`src/hdl/ctf_pkg.sv`:
```
// ============================================================================
// ctf_pkg
// Shared types and constants for the cassette tone framer.
// ============================================================================
`default_nettype none

package ctf_pkg;

    // Configuration register indexes.
    localparam logic [2:0] CFG_FAST_MODE = 3'd0;
    localparam logic [2:0] CFG_ZERO_FREQ = 3'd1;
    localparam logic [2:0] CFG_ONE_FREQ  = 3'd2;
    localparam logic [2:0] CFG_DIBIT_0   = 3'd3;
    localparam logic [2:0] CFG_DIBIT_1   = 3'd4;
    localparam logic [2:0] CFG_DIBIT_2   = 3'd5;
    localparam logic [2:0] CFG_DIBIT_3   = 3'd6;

    localparam int CFG_INDEX_W = 3;
    localparam int FREQ_W      = 14;
    localparam int CYCLES_W    = 12;

    // Default depth of the command queue between front and back.
    localparam int CTF_QUEUE_DEPTH = 2;

    // Reset values of the configuration registers.
    localparam logic [FREQ_W-1:0] RST_ZERO_FREQ = 14'd2000;
    localparam logic [FREQ_W-1:0] RST_ONE_FREQ  = 14'd1000;

    // Standard-mode framing tones.
    localparam logic [FREQ_W-1:0]   STD_LEAD_FREQ   = 14'd770;
    localparam logic [CYCLES_W-1:0] STD_LEAD_CYCLES = 12'd3500;
    localparam logic [FREQ_W-1:0]   STD_SYNC_FREQ   = 14'd2222;
    localparam logic [CYCLES_W-1:0] STD_SYNC_CYCLES = 12'd1;
    localparam logic [FREQ_W-1:0]   STD_CLOSE_FREQ  = 14'd100;
    localparam logic [7:0]          STD_SEED        = 8'hFF;

    // Fast-mode framing tones.
    localparam logic [FREQ_W-1:0]   FAST_LEAD_FREQ   = 14'd5000;
    localparam logic [CYCLES_W-1:0] FAST_LEAD_CYCLES = 12'd500;
    localparam logic [FREQ_W-1:0]   FAST_SYNC_FREQ   = 14'd10000;
    localparam logic [CYCLES_W-1:0] FAST_SYNC_CYCLES = 12'd2;
    localparam logic [FREQ_W-1:0]   FAST_CLOSE_FREQ  = 14'd3500;
    localparam logic [7:0]          FAST_SEED        = 8'h00;

    localparam logic [CYCLES_W-1:0] BIT_CYCLES   = 12'd1;
    localparam logic [CYCLES_W-1:0] CLOSE_CYCLES = 12'd2;

    // Live configuration as seen by the back end.
    typedef struct packed {
        logic                   fast_mode;
        logic [FREQ_W-1:0]      zero_bit_freq;
        logic [FREQ_W-1:0]      one_bit_freq;
        logic [3:0][FREQ_W-1:0] dibit_freq;
    } cfg_t;

    // One classified byte request, handed from front to back.
    typedef struct packed {
        logic       fast;       // mode of this byte
        logic       lead;       // byte opens a frame
        logic       fin;        // byte closes a frame
        logic [7:0] data;
        logic [7:0] check;      // frame checksum, valid when fin is set
    } cmd_t;

endpackage : ctf_pkg

`default_nettype wire

```
`src/hdl/ctf_front.sv`:
```
// ============================================================================
// ctf_front
// Accepts byte requests, tracks the open frame and its checksum, and
// classifies each byte into a command for the back end.
// ============================================================================
`default_nettype none

module ctf_front import ctf_pkg::*; (
    input  wire logic       aclk,
    input  wire logic       aresetn,
    input  wire logic       fast_mode,
    input  wire logic       s_valid,
    output logic            s_ready,
    input  wire logic [7:0] s_data_byte,
    input  wire logic       s_final_byte,
    input  wire logic       q_full,
    output logic            q_push,
    output cmd_t            q_cmd,
    output logic            in_frame
);

    logic       in_frame_reg, in_frame_next;
    logic [7:0] check_reg, check_next;
    logic [7:0] check_base;
    logic [7:0] check_sum;

    assign s_ready = !q_full;
    assign q_push  = s_valid && s_ready;

    // The seed follows the mode at the byte that opens the frame.
    assign check_base = in_frame_reg ? check_reg : (fast_mode ? FAST_SEED : STD_SEED);
    assign check_sum  = check_base ^ s_data_byte;

    always_comb begin
        q_cmd.fast  = fast_mode;
        q_cmd.lead  = !in_frame_reg;
        q_cmd.fin   = s_final_byte;
        q_cmd.data  = s_data_byte;
        q_cmd.check = check_sum;
    end

    always_comb begin
        in_frame_next = in_frame_reg;
        check_next    = check_reg;
        if (q_push) begin
            if (s_final_byte) begin
                in_frame_next = 1'b0;
                check_next    = 8'h00;
            end else begin
                in_frame_next = 1'b1;
                check_next    = check_sum;
            end
        end
    end

    always_ff @(posedge aclk) begin
        if (!aresetn) begin
            in_frame_reg <= 1'b0;
            check_reg    <= 8'h00;
        end else begin
            in_frame_reg <= in_frame_next;
            check_reg    <= check_next;
        end
    end

    assign in_frame = in_frame_reg;

endmodule : ctf_front

`default_nettype wire

```
`src/hdl/ctf_queue.sv`:
```
// ============================================================================
// ctf_queue
// Short first-in first-out queue of byte commands between front and back.
// ============================================================================
`default_nettype none

module ctf_queue import ctf_pkg::*; #(
    parameter int DEPTH = CTF_QUEUE_DEPTH
) (
    input  wire logic aclk,
    input  wire logic aresetn,
    input  wire logic push,
    input  wire cmd_t push_cmd,
    output logic      full,
    input  wire logic pop,
    output logic      not_empty,
    output cmd_t      head_cmd
);

    localparam int PTR_W = (DEPTH > 1) ? $clog2(DEPTH) : 1;
    localparam int CNT_W = $clog2(DEPTH + 1);
    localparam logic [PTR_W-1:0] LAST_PTR = PTR_W'(DEPTH - 1);
    localparam logic [CNT_W-1:0] FULL_CNT = CNT_W'(DEPTH);

    cmd_t             mem [DEPTH];
    logic [PTR_W-1:0] wr_ptr_reg, rd_ptr_reg;
    logic [CNT_W-1:0] count_reg;

    assign full      = (count_reg == FULL_CNT);
    assign not_empty = (count_reg != '0);
    assign head_cmd  = mem[rd_ptr_reg];

    always_ff @(posedge aclk) begin
        if (push) begin
            mem[wr_ptr_reg] <= push_cmd;
        end
    end

    always_ff @(posedge aclk) begin
        if (!aresetn) begin
            wr_ptr_reg <= '0;
            rd_ptr_reg <= '0;
            count_reg  <= '0;
        end else begin
            if (push) begin
                wr_ptr_reg <= (wr_ptr_reg == LAST_PTR) ? '0 : wr_ptr_reg + 1'b1;
            end
            if (pop) begin
                rd_ptr_reg <= (rd_ptr_reg == LAST_PTR) ? '0 : rd_ptr_reg + 1'b1;
            end
            if (push && !pop) begin
                count_reg <= count_reg + 1'b1;
            end else if (pop && !push) begin
                count_reg <= count_reg - 1'b1;
            end
        end
    end

endmodule : ctf_queue

`default_nettype wire

```
`src/hdl/ctf_back.sv`:
```
// ============================================================================
// ctf_back
// Tone sequencer: expands one byte command into tone descriptors, one per
// cycle while m_ready allows, into a registered output stage.
// ============================================================================
`default_nettype none

module ctf_back import ctf_pkg::*; (
    input  wire logic                aclk,
    input  wire logic                aresetn,
    input  wire cfg_t                cfg,
    input  wire logic                q_not_empty,
    input  wire cmd_t                q_head,
    output logic                     q_pop,
    output logic                     m_valid,
    input  wire logic                m_ready,
    output logic [FREQ_W-1:0]        m_tone_freq,
    output logic [CYCLES_W-1:0]      m_tone_cycles,
    output logic                     m_short_high,
    output logic                     m_last_tone
);

    typedef enum logic [2:0] {
        PH_LEAD,
        PH_SYNC,
        PH_DATA,
        PH_CHECK,
        PH_CLOSE
    } phase_t;

    logic         busy_reg, busy_next;
    phase_t       phase_reg, phase_next;
    logic [2:0]   cnt_reg, cnt_next;
    cmd_t         cmd_reg, cmd_next;
    logic         valid_reg, valid_next;
    logic [FREQ_W-1:0]   freq_reg, freq_next;
    logic [CYCLES_W-1:0] cycles_reg, cycles_next;
    logic         short_reg, short_next;
    logic         last_reg, last_next;

    logic                advance;
    logic [FREQ_W-1:0]   t_freq;
    logic [CYCLES_W-1:0] t_cycles;
    logic                t_short;
    logic                t_last;
    logic                byte_end;
    logic [2:0]          shamt;
    logic [7:0]          byte_sel;
    logic [7:0]          shifted;
    logic [FREQ_W-1:0]   bit_freq;

    assign advance = !valid_reg || m_ready;

    // Bit or bit-pair extraction, MSB first.
    assign shamt    = cmd_reg.fast ? {cnt_reg[1:0], 1'b0} : cnt_reg;
    assign byte_sel = (phase_reg == PH_CHECK) ? cmd_reg.check : cmd_reg.data;
    assign shifted  = byte_sel << shamt;
    assign bit_freq = cmd_reg.fast ? cfg.dibit_freq[shifted[7:6]]
                                   : (shifted[7] ? cfg.one_bit_freq : cfg.zero_bit_freq);
    assign byte_end = cmd_reg.fast ? (cnt_reg == 3'd3) : (cnt_reg == 3'd7);

    always_comb begin
        t_freq   = bit_freq;
        t_cycles = BIT_CYCLES;
        t_short  = 1'b0;
        t_last   = 1'b0;
        unique case (phase_reg)
            PH_LEAD: begin
                t_freq   = cmd_reg.fast ? FAST_LEAD_FREQ : STD_LEAD_FREQ;
                t_cycles = cmd_reg.fast ? FAST_LEAD_CYCLES : STD_LEAD_CYCLES;
            end
            PH_SYNC: begin
                t_freq   = cmd_reg.fast ? FAST_SYNC_FREQ : STD_SYNC_FREQ;
                t_cycles = cmd_reg.fast ? FAST_SYNC_CYCLES : STD_SYNC_CYCLES;
                t_short  = !cmd_reg.fast;
            end
            PH_DATA: begin
                t_last = byte_end && !cmd_reg.fin;
            end
            PH_CHECK: begin
            end
            PH_CLOSE: begin
                t_freq   = cmd_reg.fast ? FAST_CLOSE_FREQ : STD_CLOSE_FREQ;
                t_cycles = CLOSE_CYCLES;
                t_last   = 1'b1;
            end
            default: begin
            end
        endcase
    end

    // A new command is loaded as the previous one hands out its last tone.
    assign q_pop = q_not_empty && (!busy_reg || (advance && t_last));

    always_comb begin
        busy_next   = busy_reg;
        phase_next  = phase_reg;
        cnt_next    = cnt_reg;
        cmd_next    = cmd_reg;
        valid_next  = valid_reg;
        freq_next   = freq_reg;
        cycles_next = cycles_reg;
        short_next  = short_reg;
        last_next   = last_reg;

        if (advance) begin
            valid_next  = busy_reg;
            freq_next   = t_freq;
            cycles_next = t_cycles;
            short_next  = t_short;
            last_next   = t_last;
        end

        if (q_pop) begin
            busy_next  = 1'b1;
            cmd_next   = q_head;
            phase_next = q_head.lead ? PH_LEAD : PH_DATA;
            cnt_next   = 3'd0;
        end else if (busy_reg && advance) begin
            if (t_last) begin
                busy_next = 1'b0;
            end else begin
                unique case (phase_reg)
                    PH_LEAD:  phase_next = PH_SYNC;
                    PH_SYNC: begin
                        phase_next = PH_DATA;
                        cnt_next   = 3'd0;
                    end
                    PH_DATA, PH_CHECK: begin
                        if (byte_end) begin
                            phase_next = (phase_reg == PH_DATA) ? PH_CHECK : PH_CLOSE;
                            cnt_next   = 3'd0;
                        end else begin
                            cnt_next = cnt_reg + 3'd1;
                        end
                    end
                    default: phase_next = phase_reg;
                endcase
            end
        end
    end

    always_ff @(posedge aclk) begin
        if (!aresetn) begin
            busy_reg  <= 1'b0;
            phase_reg <= PH_LEAD;
            cnt_reg   <= 3'd0;
            valid_reg <= 1'b0;
        end else begin
            busy_reg  <= busy_next;
            phase_reg <= phase_next;
            cnt_reg   <= cnt_next;
            valid_reg <= valid_next;
        end
        cmd_reg    <= cmd_next;
        freq_reg   <= freq_next;
        cycles_reg <= cycles_next;
        short_reg  <= short_next;
        last_reg   <= last_next;
    end

    assign m_valid       = valid_reg;
    assign m_tone_freq   = freq_reg;
    assign m_tone_cycles = cycles_reg;
    assign m_short_high  = short_reg;
    assign m_last_tone   = last_reg;

endmodule : ctf_back

`default_nettype wire

```
`src/hdl/cassette_tone_framer_core.sv`:
```
// ============================================================================
// cassette_tone_framer_core
// Turns framed payload bytes into cassette tone descriptors.
// ============================================================================
// A byte's first tone goes through the queue, cmd_reg and the output register.
// Throughput: the tone sequencer hands out one descriptor per cycle unless
//   m_ready stalls it; a byte gives 8 descriptors (standard) or 4 (fast), plus
//   2 on opening a frame and 9 (standard) or 5 (fast) on closing; up to 19.
// Reset (aresetn low, synchronous) closes any frame, empties the queue and
//   resets config and control registers; no clearing pass is needed.
`default_nettype none

module cassette_tone_framer_core import ctf_pkg::*; #(
    parameter int QUEUE_DEPTH = CTF_QUEUE_DEPTH
) (
    input  wire logic                   aclk,
    input  wire logic                   aresetn,
    // Configuration write channel
    input  wire logic                   cfg_valid,
    output logic                        cfg_ready,
    input  wire logic [CFG_INDEX_W-1:0] cfg_index,
    input  wire logic [FREQ_W-1:0]      cfg_data,
    // Byte requests
    input  wire logic                   s_valid,
    output logic                        s_ready,
    input  wire logic [7:0]             s_data_byte,
    input  wire logic                   s_final_byte,
    // Tone descriptors
    output logic                        m_valid,
    input  wire logic                   m_ready,
    output logic [FREQ_W-1:0]           m_tone_freq,
    output logic [CYCLES_W-1:0]         m_tone_cycles,
    output logic                        m_short_high,
    output logic                        m_last_tone
);

    // ------------------------------------------------------------------------
    // Configuration registers. Writes are always taken; the data bus is as
    // wide as the widest register and the mode bit uses its LSB. An index
    // past the last register is accepted and ignored.
    // ------------------------------------------------------------------------
    cfg_t cfg_reg;

    assign cfg_ready = 1'b1;

    always_ff @(posedge aclk) begin
        if (!aresetn) begin
            cfg_reg.fast_mode     <= 1'b0;
            cfg_reg.zero_bit_freq <= RST_ZERO_FREQ;
            cfg_reg.one_bit_freq  <= RST_ONE_FREQ;
            cfg_reg.dibit_freq    <= '0;
        end else if (cfg_valid && cfg_ready) begin
            unique case (cfg_index)
                CFG_FAST_MODE: cfg_reg.fast_mode     <= cfg_data[0];
                CFG_ZERO_FREQ: cfg_reg.zero_bit_freq <= cfg_data;
                CFG_ONE_FREQ:  cfg_reg.one_bit_freq  <= cfg_data;
                CFG_DIBIT_0:   cfg_reg.dibit_freq[0] <= cfg_data;
                CFG_DIBIT_1:   cfg_reg.dibit_freq[1] <= cfg_data;
                CFG_DIBIT_2:   cfg_reg.dibit_freq[2] <= cfg_data;
                CFG_DIBIT_3:   cfg_reg.dibit_freq[3] <= cfg_data;
                default: begin
                end
            endcase
        end
    end

    // ------------------------------------------------------------------------
    // Front end: takes a request whenever the queue has room, works out
    // whether the byte opens or closes a frame and folds it into the running
    // checksum. The checksum of a closing byte rides along in its command.
    // ------------------------------------------------------------------------
    logic q_full;
    logic q_push;
    cmd_t q_push_cmd;
    logic q_pop;
    logic q_not_empty;
    cmd_t q_head;
    logic in_frame;

    ctf_front u_front (
        .aclk         (aclk),
        .aresetn      (aresetn),
        .fast_mode    (cfg_reg.fast_mode),
        .s_valid      (s_valid),
        .s_ready      (s_ready),
        .s_data_byte  (s_data_byte),
        .s_final_byte (s_final_byte),
        .q_full       (q_full),
        .q_push       (q_push),
        .q_cmd        (q_push_cmd),
        .in_frame     (in_frame)
    );

    // ------------------------------------------------------------------------
    // Command queue: lets the front keep taking bytes while the back end is
    // still spelling out an earlier one.
    // ------------------------------------------------------------------------
    ctf_queue #(
        .DEPTH (QUEUE_DEPTH)
    ) u_queue (
        .aclk      (aclk),
        .aresetn   (aresetn),
        .push      (q_push),
        .push_cmd  (q_push_cmd),
        .full      (q_full),
        .pop       (q_pop),
        .not_empty (q_not_empty),
        .head_cmd  (q_head)
    );

    // ------------------------------------------------------------------------
    // Back end: walks lead-in, sync, data bits, checksum bits and the closing
    // tone as the command asks, one descriptor per cycle unless stalled, into
    // the output register, and loads the next command as the last tone leaves.
    // ------------------------------------------------------------------------
    ctf_back u_back (
        .aclk          (aclk),
        .aresetn       (aresetn),
        .cfg           (cfg_reg),
        .q_not_empty   (q_not_empty),
        .q_head        (q_head),
        .q_pop         (q_pop),
        .m_valid       (m_valid),
        .m_ready       (m_ready),
        .m_tone_freq   (m_tone_freq),
        .m_tone_cycles (m_tone_cycles),
        .m_short_high  (m_short_high),
        .m_last_tone   (m_last_tone)
    );

    // ------------------------------------------------------------------------
    // Assertions
    // ------------------------------------------------------------------------

    // A closing byte leaves the frame closed; any other byte leaves it open.
    a_frame_track: assert property (@(posedge aclk) disable iff (!aresetn)
        (s_valid && s_ready) |=> (in_frame == !$past(s_final_byte)))
        else $error("frame state does not follow the final_byte flag");

    // Only the standard sync tone uses the short duty cycle.
    a_short_sync: assert property (@(posedge aclk) disable iff (!aresetn)
        (m_valid && m_short_high) |->
            (m_tone_freq == STD_SYNC_FREQ && m_tone_cycles == STD_SYNC_CYCLES))
        else $error("short duty on a tone other than the sync tone");

    // The back end never pops an empty queue; the front never overfills it.
    a_queue_bounds: assert property (@(posedge aclk) disable iff (!aresetn)
        (!(q_pop && !q_not_empty)) && (!(q_push && q_full)))
        else $error("command queue overrun or underrun");

endmodule : cassette_tone_framer_core

`default_nettype wire

```
`config.mk`:
```
export PLATFORM = sky130hd
export DESIGN_NAME = cassette_tone_framer_core
export DESIGN_NICKNAME = d
export VERILOG_FILES = /design/src/hdl/ctf_pkg.sv /design/src/hdl/ctf_front.sv /design/src/hdl/ctf_queue.sv /design/src/hdl/ctf_back.sv /design/src/hdl/cassette_tone_framer_core.sv
export SDC_FILE = /design/constraint.sdc
export NUM_CORES = 1
export LEC_CHECK = 0
export ABC_AREA = 1
export CAP_MARGIN = 0
export CORE_MARGIN = 3
export CORE_UTILIZATION = 55
export CTS_BUF_LIST = sky130_fd_sc_hd__clkbuf_4 sky130_fd_sc_hd__clkbuf_8 sky130_fd_sc_hd__clkbuf_16
export DETAILED_ROUTE_END_ITERATION = 10
export DONT_BUFFER_PORTS = 1
export PLACE_DENSITY = 0.7
export SYNTH_ARGS = -nofsm -noshare
export SYNTH_HDL_FRONTEND = slang
export SYNTH_SLANG_ARGS = --single-unit
```
`constraint.sdc`:
```
create_clock -name aclk -period 2.41 [get_ports aclk]
set_input_delay 0.3615 -clock aclk [delete_from_list [all_inputs] [get_ports aclk]]
set_output_delay 0.3615 -clock aclk [all_outputs]
set_load 0.01 [all_outputs]
```
* Yosys cells after proc, flatten, opt, wreduce, memory -nomap -nowiden
Memory sizes are Yosys's and may differ from the RTL's. A register that Yosys moved wholly into a read port is not among the register bits. Index checks and enable logic that the tools add are counted.
Storage, ports and cells: flip-flop bits (word level) 152, RAM bits 38, input bits 31, output and inout bits 31, memories 1
Operators by class: add/sub/neg operators 5, $lt $le $gt $ge 1, eq/ne operators 15, shift-type cells 1, muxes and demuxes 39, bitwise logic cells 3, reduce and logical (&&, ||, !) cells 37
Memory list:
- u_queue.mem | depth 2, width 19, read ports 1, clocked after Yosys merged registers in 1, wr ports 1, line ctf_queue.sv:25 | cmd_t mem [DEPTH];
Operator list (count):
- 14-bit two-way mux | 4
- 14-bit case mux with 3 select lines | 1
- 12-bit case mux with 3 select lines | 1
- 8-bit two-way mux | 4
- 14-bit binary-select mux with 2-bit select | 1
- 12-bit two-way mux | 2
- 3-bit two-way mux | 7
- 2-bit AND reduction | 8
- 3-bit by 2-bit equality test with 1-bit output (second input constant) | 5
- 3-bit equality test (second input constant) | 5
- 13-bit two-way mux | 1
- 1-bit two-way mux | 11
- 2-bit nonzero test | 5
- 3-bit case mux with 3 select lines | 1
- 1-bit logical NOT | 8
- 2-bit two-way mux | 4
- 8-bit by 3-bit << shifter with 8-bit output | 1
- 8-bit XOR | 1
- 1-bit logical AND | 7
- 3-bit by 1-bit equality test with 1-bit output (second input constant) | 2
- 3-bit logical NOT | 2
- 3-bit case mux with 2 select lines | 1
- 4-bit AND reduction | 1
- 4-bit nonzero test | 1
- 13 further kinds | 17

* Logic depth before layout (Yosys ltp)
word-level depth 10, gate-level depth with buffers 14, gate-level depth less buffers 14

* Modules after synthesis
A second synthesis with hierarchy kept.
Unflattened totals: cells, all modules 1167, area total of the unflattened synthesis 9081.2 µm²
Modules (own cells, without submodules):
- cassette_tone_framer_core | times used 1, cells each 481, area an instance 3347.0 µm², seq. area each 1701.6 µm²
- ctf_back | times used 1, cells each 482, area an instance 3323.2 µm², seq. area each 1331.3 µm²
- ctf_queue | times used 1, cells each 94, area an instance 1651.6 µm², seq. area each 1241.2 µm²
- ctf_front | times used 1, cells each 110, area an instance 759.5 µm², seq. area each 180.2 µm²

* Worst setup path after synthesis
Ideal clock, no wire load.
path kind register to register, from register u_back.cmd_reg[18] (netlist bit), to register with a tool-made name, setup time 73 ps, arrival 2016 ps, required time 2337 ps, slack 321 ps, stages on the path, launching flop included 11, buffers on the path 1, period minus slack after synthesis 2089 ps, cells stage by stage edfxtp_1 buf_4 a21oi_1 nand3b_1 nand2_1 nand2_1 nand2_1 nand2_2 inv_1 o21ai_0 a21oi_1
RTL lines:
- start: declaration | line ctf_back.sv:34 | cmd_t cmd_reg, cmd_next;
- start signal: assignment | line ctf_back.sv:155 | cmd_reg <= cmd_next;

* Worst setup path after layout
from register u_back.cmd_reg[18] (netlist bit), to register u_back.freq_reg[7] (netlist: u_back.m_tone_freq[7]), data pin
Between the ends: cells in the longest elaborated chain, start to end 6
Ends and longest elaborated chain:
- 3-bit two-way mux | line ctf_back.sv:55 | assign shamt = cmd_reg.fast ? {cnt_reg[1:0], 1'b0} : cnt_reg;
- 8-bit by 3-bit << shifter with 8-bit output | line ctf_back.sv:57 | assign shifted = byte_sel << shamt;
- 14-bit binary-select mux with 2-bit select | line ctf_back.sv:58 | assign bit_freq = cmd_reg.fast ? cfg.dibit_freq[shifted[7:6]]
- 14-bit two-way mux (not written as such) | line ctf_back.sv:58
- 14-bit two-way mux | line ctf_back.sv:58
- 14-bit case mux with 3 select lines (*) | line ctf_back.sv:67 | unique case (phase_reg)
- net u_back.t_freq[7] | line ctf_back.sv:42 | logic [FREQ_W-1:0] t_freq;
- end signal: assignment | line ctf_back.sv:156 | freq_reg <= freq_next;
- end: declaration | line ctf_back.sv:36 | logic [FREQ_W-1:0] freq_reg, freq_next;
The timed path passes the listed nets; every way through them passes the cells marked *. The select of a mux whose other input is x is not followed. A chain may end at the register's enable or synchronous reset.

==> impl_metrics.ini <==
[run_status]
status = finished clean

[critical_path]
critPathArrivalTime_ns = 2.41
crit_required_ns = 2.60
path_class = flop to flop
cp-end-kind = flop
startpoint_type = flop
worstPathMaxFanout = 13

[detailed_routing]
vias_per_cell = 5.421
first_iter_violations = 399
wl_um = 18380
vias = 6213
drt-pass1-iter-count = 5
drc = 0
wl_per_cell_um = 16.03
ant_nets = 0

[clocking]
cts-buffers-inserted = 17
max-clock-path-buffers = 2
path_clk_slew_ns = 0.07
h-tree-depth = 4
clk_latency_ns = 0.43
root_buffer = clkbuf_16
ctsHoldBuffers = 0
cts_tree = yes
clock_sinks = 184

[global_route]
grt_start_max_net_pins = 93
grt_pass1_wl_um = 29910
grt_pass1_vias = 5706
grt-ovfl-total = 0
track_usage = 0.2339
grt_antenna_before_repair = 0

[placed_design]
place.gp.congestion = 0.8262
place_ws_ns = 0.1502
hpwlAfterDp_um = 11950
portBuffers = 0
place_area_sq_um = 8283

[floorplanning]
core_sq_um = 14200
io_pins = 62
rows = 43
initial_core_util = 0.5751
die_y_um = 127.9
die_w_um = 127.9
die_area_sq_um = 16350

[timing]
max_freq_mhz = 451.1
min_period_ns = 2.217
period_share = 0.9199
hold_violations = 0
worst_slew_pin_slew_ns = 1.082
rsz0062_at_grt = true
skew_ns = 0.007561
finalSetupViolations = 0
final_max_slew_viol_count = 0
relSlewSlack = 0.2757
setup_ws_ns = 0.1931

[finish]
largest_reg_flops = 85
final_common_cell = nand2_1
final_cell_area_sq_um = 8961
antenna_cells = 0
syn2layout_area_growth_pct = 9.695
layout.nets = 986
drive_above_1_share = 0.1108
layout_common_cells = nand2_1 (173), nand3_1 (130), inv_1 (108), dfxtp_1 (104), o21ai_0 (86)

[synthesis]
synth_top_area_frac = 0.2830
synthDistinctLibCells = 32
yosysWarningCount = 0
synth_area_per_cell_sq_um = 8.527
synth-seq-area-share = 0.5453
synthTopCellsByArea = edfxtp_1 (28%), dfxtp_1 (26%), nand3_1 (8.0%)
netlist_instances = 958
yosysTopAreaCell = edfxtp_1
syn_area_sq_um = 8169
synth_seq_cells = 184
syn-num-nets = 991

[pwr]
p_per_area_nw_per_um2 = 1235
leakagePower_nw = 3.723
peakVddDrop_mv = 0.7637

[run]
maxCapViolCount = 0

[hold_path]
hold_class = input pin to flop
[Yosys cell counts (all sizes together)]
cell type	number
edfxtp	77
nor2	74
mux2i	1
nand4	1
clkbuf	26
inv	116
o21ai	90
xor2	1
a21oi	77
conb	2
clkinv	6
ha	2
xnor2	8
nand3	138
nand2	180
dfxtp	107
nand3b	2
buf	26
mux2	18
nor3	3
a211oi	2
o21a	1
[metal layers]
metal	wire length, um	part of all wire	vias up	track usage
li1	-	-	3133	-
met1	8649	0.47	2835	0.3352
met2	8014	0.44	217	0.3447
met4	367	0.020	0	0.09114
met3	1345	0.073	28	0.05542
met5	0	0	-	0
[layout make-up]
| class | instances | area (sq um) |
|---|---|---|
| Fill cell | 1251 | 5243 |
| Multi-Input combinational cell | 600 | 2974 |
| Clock inverter | 14 | 171.4 |
| Inverter | 122 | 457.9 |
| Sequential cell | 184 | 4458 |
| Tap cell | 180 | 225.2 |
| Timing Repair Buffer | 28 | 235.2 |
| Clock buffer | 18 | 439.2 |
[cells by family (layout without fill, tap and decap cells)]
| kind of cell | after synthesis | in the layout | share of synthesized area |
|---|---|---|---|
| multiplexers | 19 | 19 | 0.02604 |
| adder cells (fa/ha/maj) | 2 | 2 | 0.003063 |
| flip-flops | 184 | 184 | 0.5453 |
| other | 2 | 2 | 0.0009193 |
| AO/OA/AOI/OAI | 170 | 170 | 0.1051 |
| XOR/XNOR | 9 | 9 | 0.009650 |
| AND/OR/NAND/NOR | 398 | 398 | 0.2161 |
| buffers and inverters | 174 | 182 | 0.09389 |
[critical path: stages (launching register included)]
cell and delay [ns]:
edfxtp_1 0.47, buf_4 0.20, o21ai_2 0.27, inv_2 0.10
nand3_2 0.10, nand3_2 0.15, buf_4 0.24, nand3_1 0.08
nand3_1 0.07, nand2_1 0.07, clkinv_1 0.06, nand2_1 0.11
nand2_1 0.06
[final timing paths]
| check | start | endpoint | slack [ns] | cells after the start |
|---|---|---|---|---|
| worst max-delay path | u_back.cmd_reg[18] | u_back.m_tone_freq[7] | 0.19 | 12 |
| worst max register to register | u_back.cmd_reg[18] | u_back.m_tone_freq[7] | 0.19 | 12 |
| worst min-delay path | s_data_byte[6] | u_queue.mem[0][14] | 0.02 | 0 |
| worst min register to register | cfg_reg[27] | cfg_reg[27] | 0.45 | 2 |
[timing repair]
action,4_1_cts,5_1_grt
endpoints found under the setup margin,0,12
hold endpoints to repair,0,0
resized for setup,0,10
buffers inserted,0,5
[stage by stage]
step | setup TNS (ns) | power (mW) | utilization | hold slack, ns | instances
after global placement | 0 | 8.077 | 0.5832 | 0.4322 | 1109
final | 0 | 11.07 | 0.6309 | 0.01855 | 1146
after global routing | -0.06378 | 11.77 | 0.6309 | 0.0002390 | 1146
after CTS | 0 | 11.02 | 0.6261 | 0.004012 | 1141
after floorplan | 0 | 7.268 | - | 0.4257 | 958
after detailed placement | 0 | 8.153 | 0.5832 | 0.4424 | 1109
[where the power goes]
part	switching (mW)	internal, mW	total (mW)
clock network	1.19	1.67	2.86
logic	2.51	1.33	3.84
registers	0.376	3.99	4.37
total	4.08	6.99	11.1
Note: power is estimated with default switching activity, not from simulation.
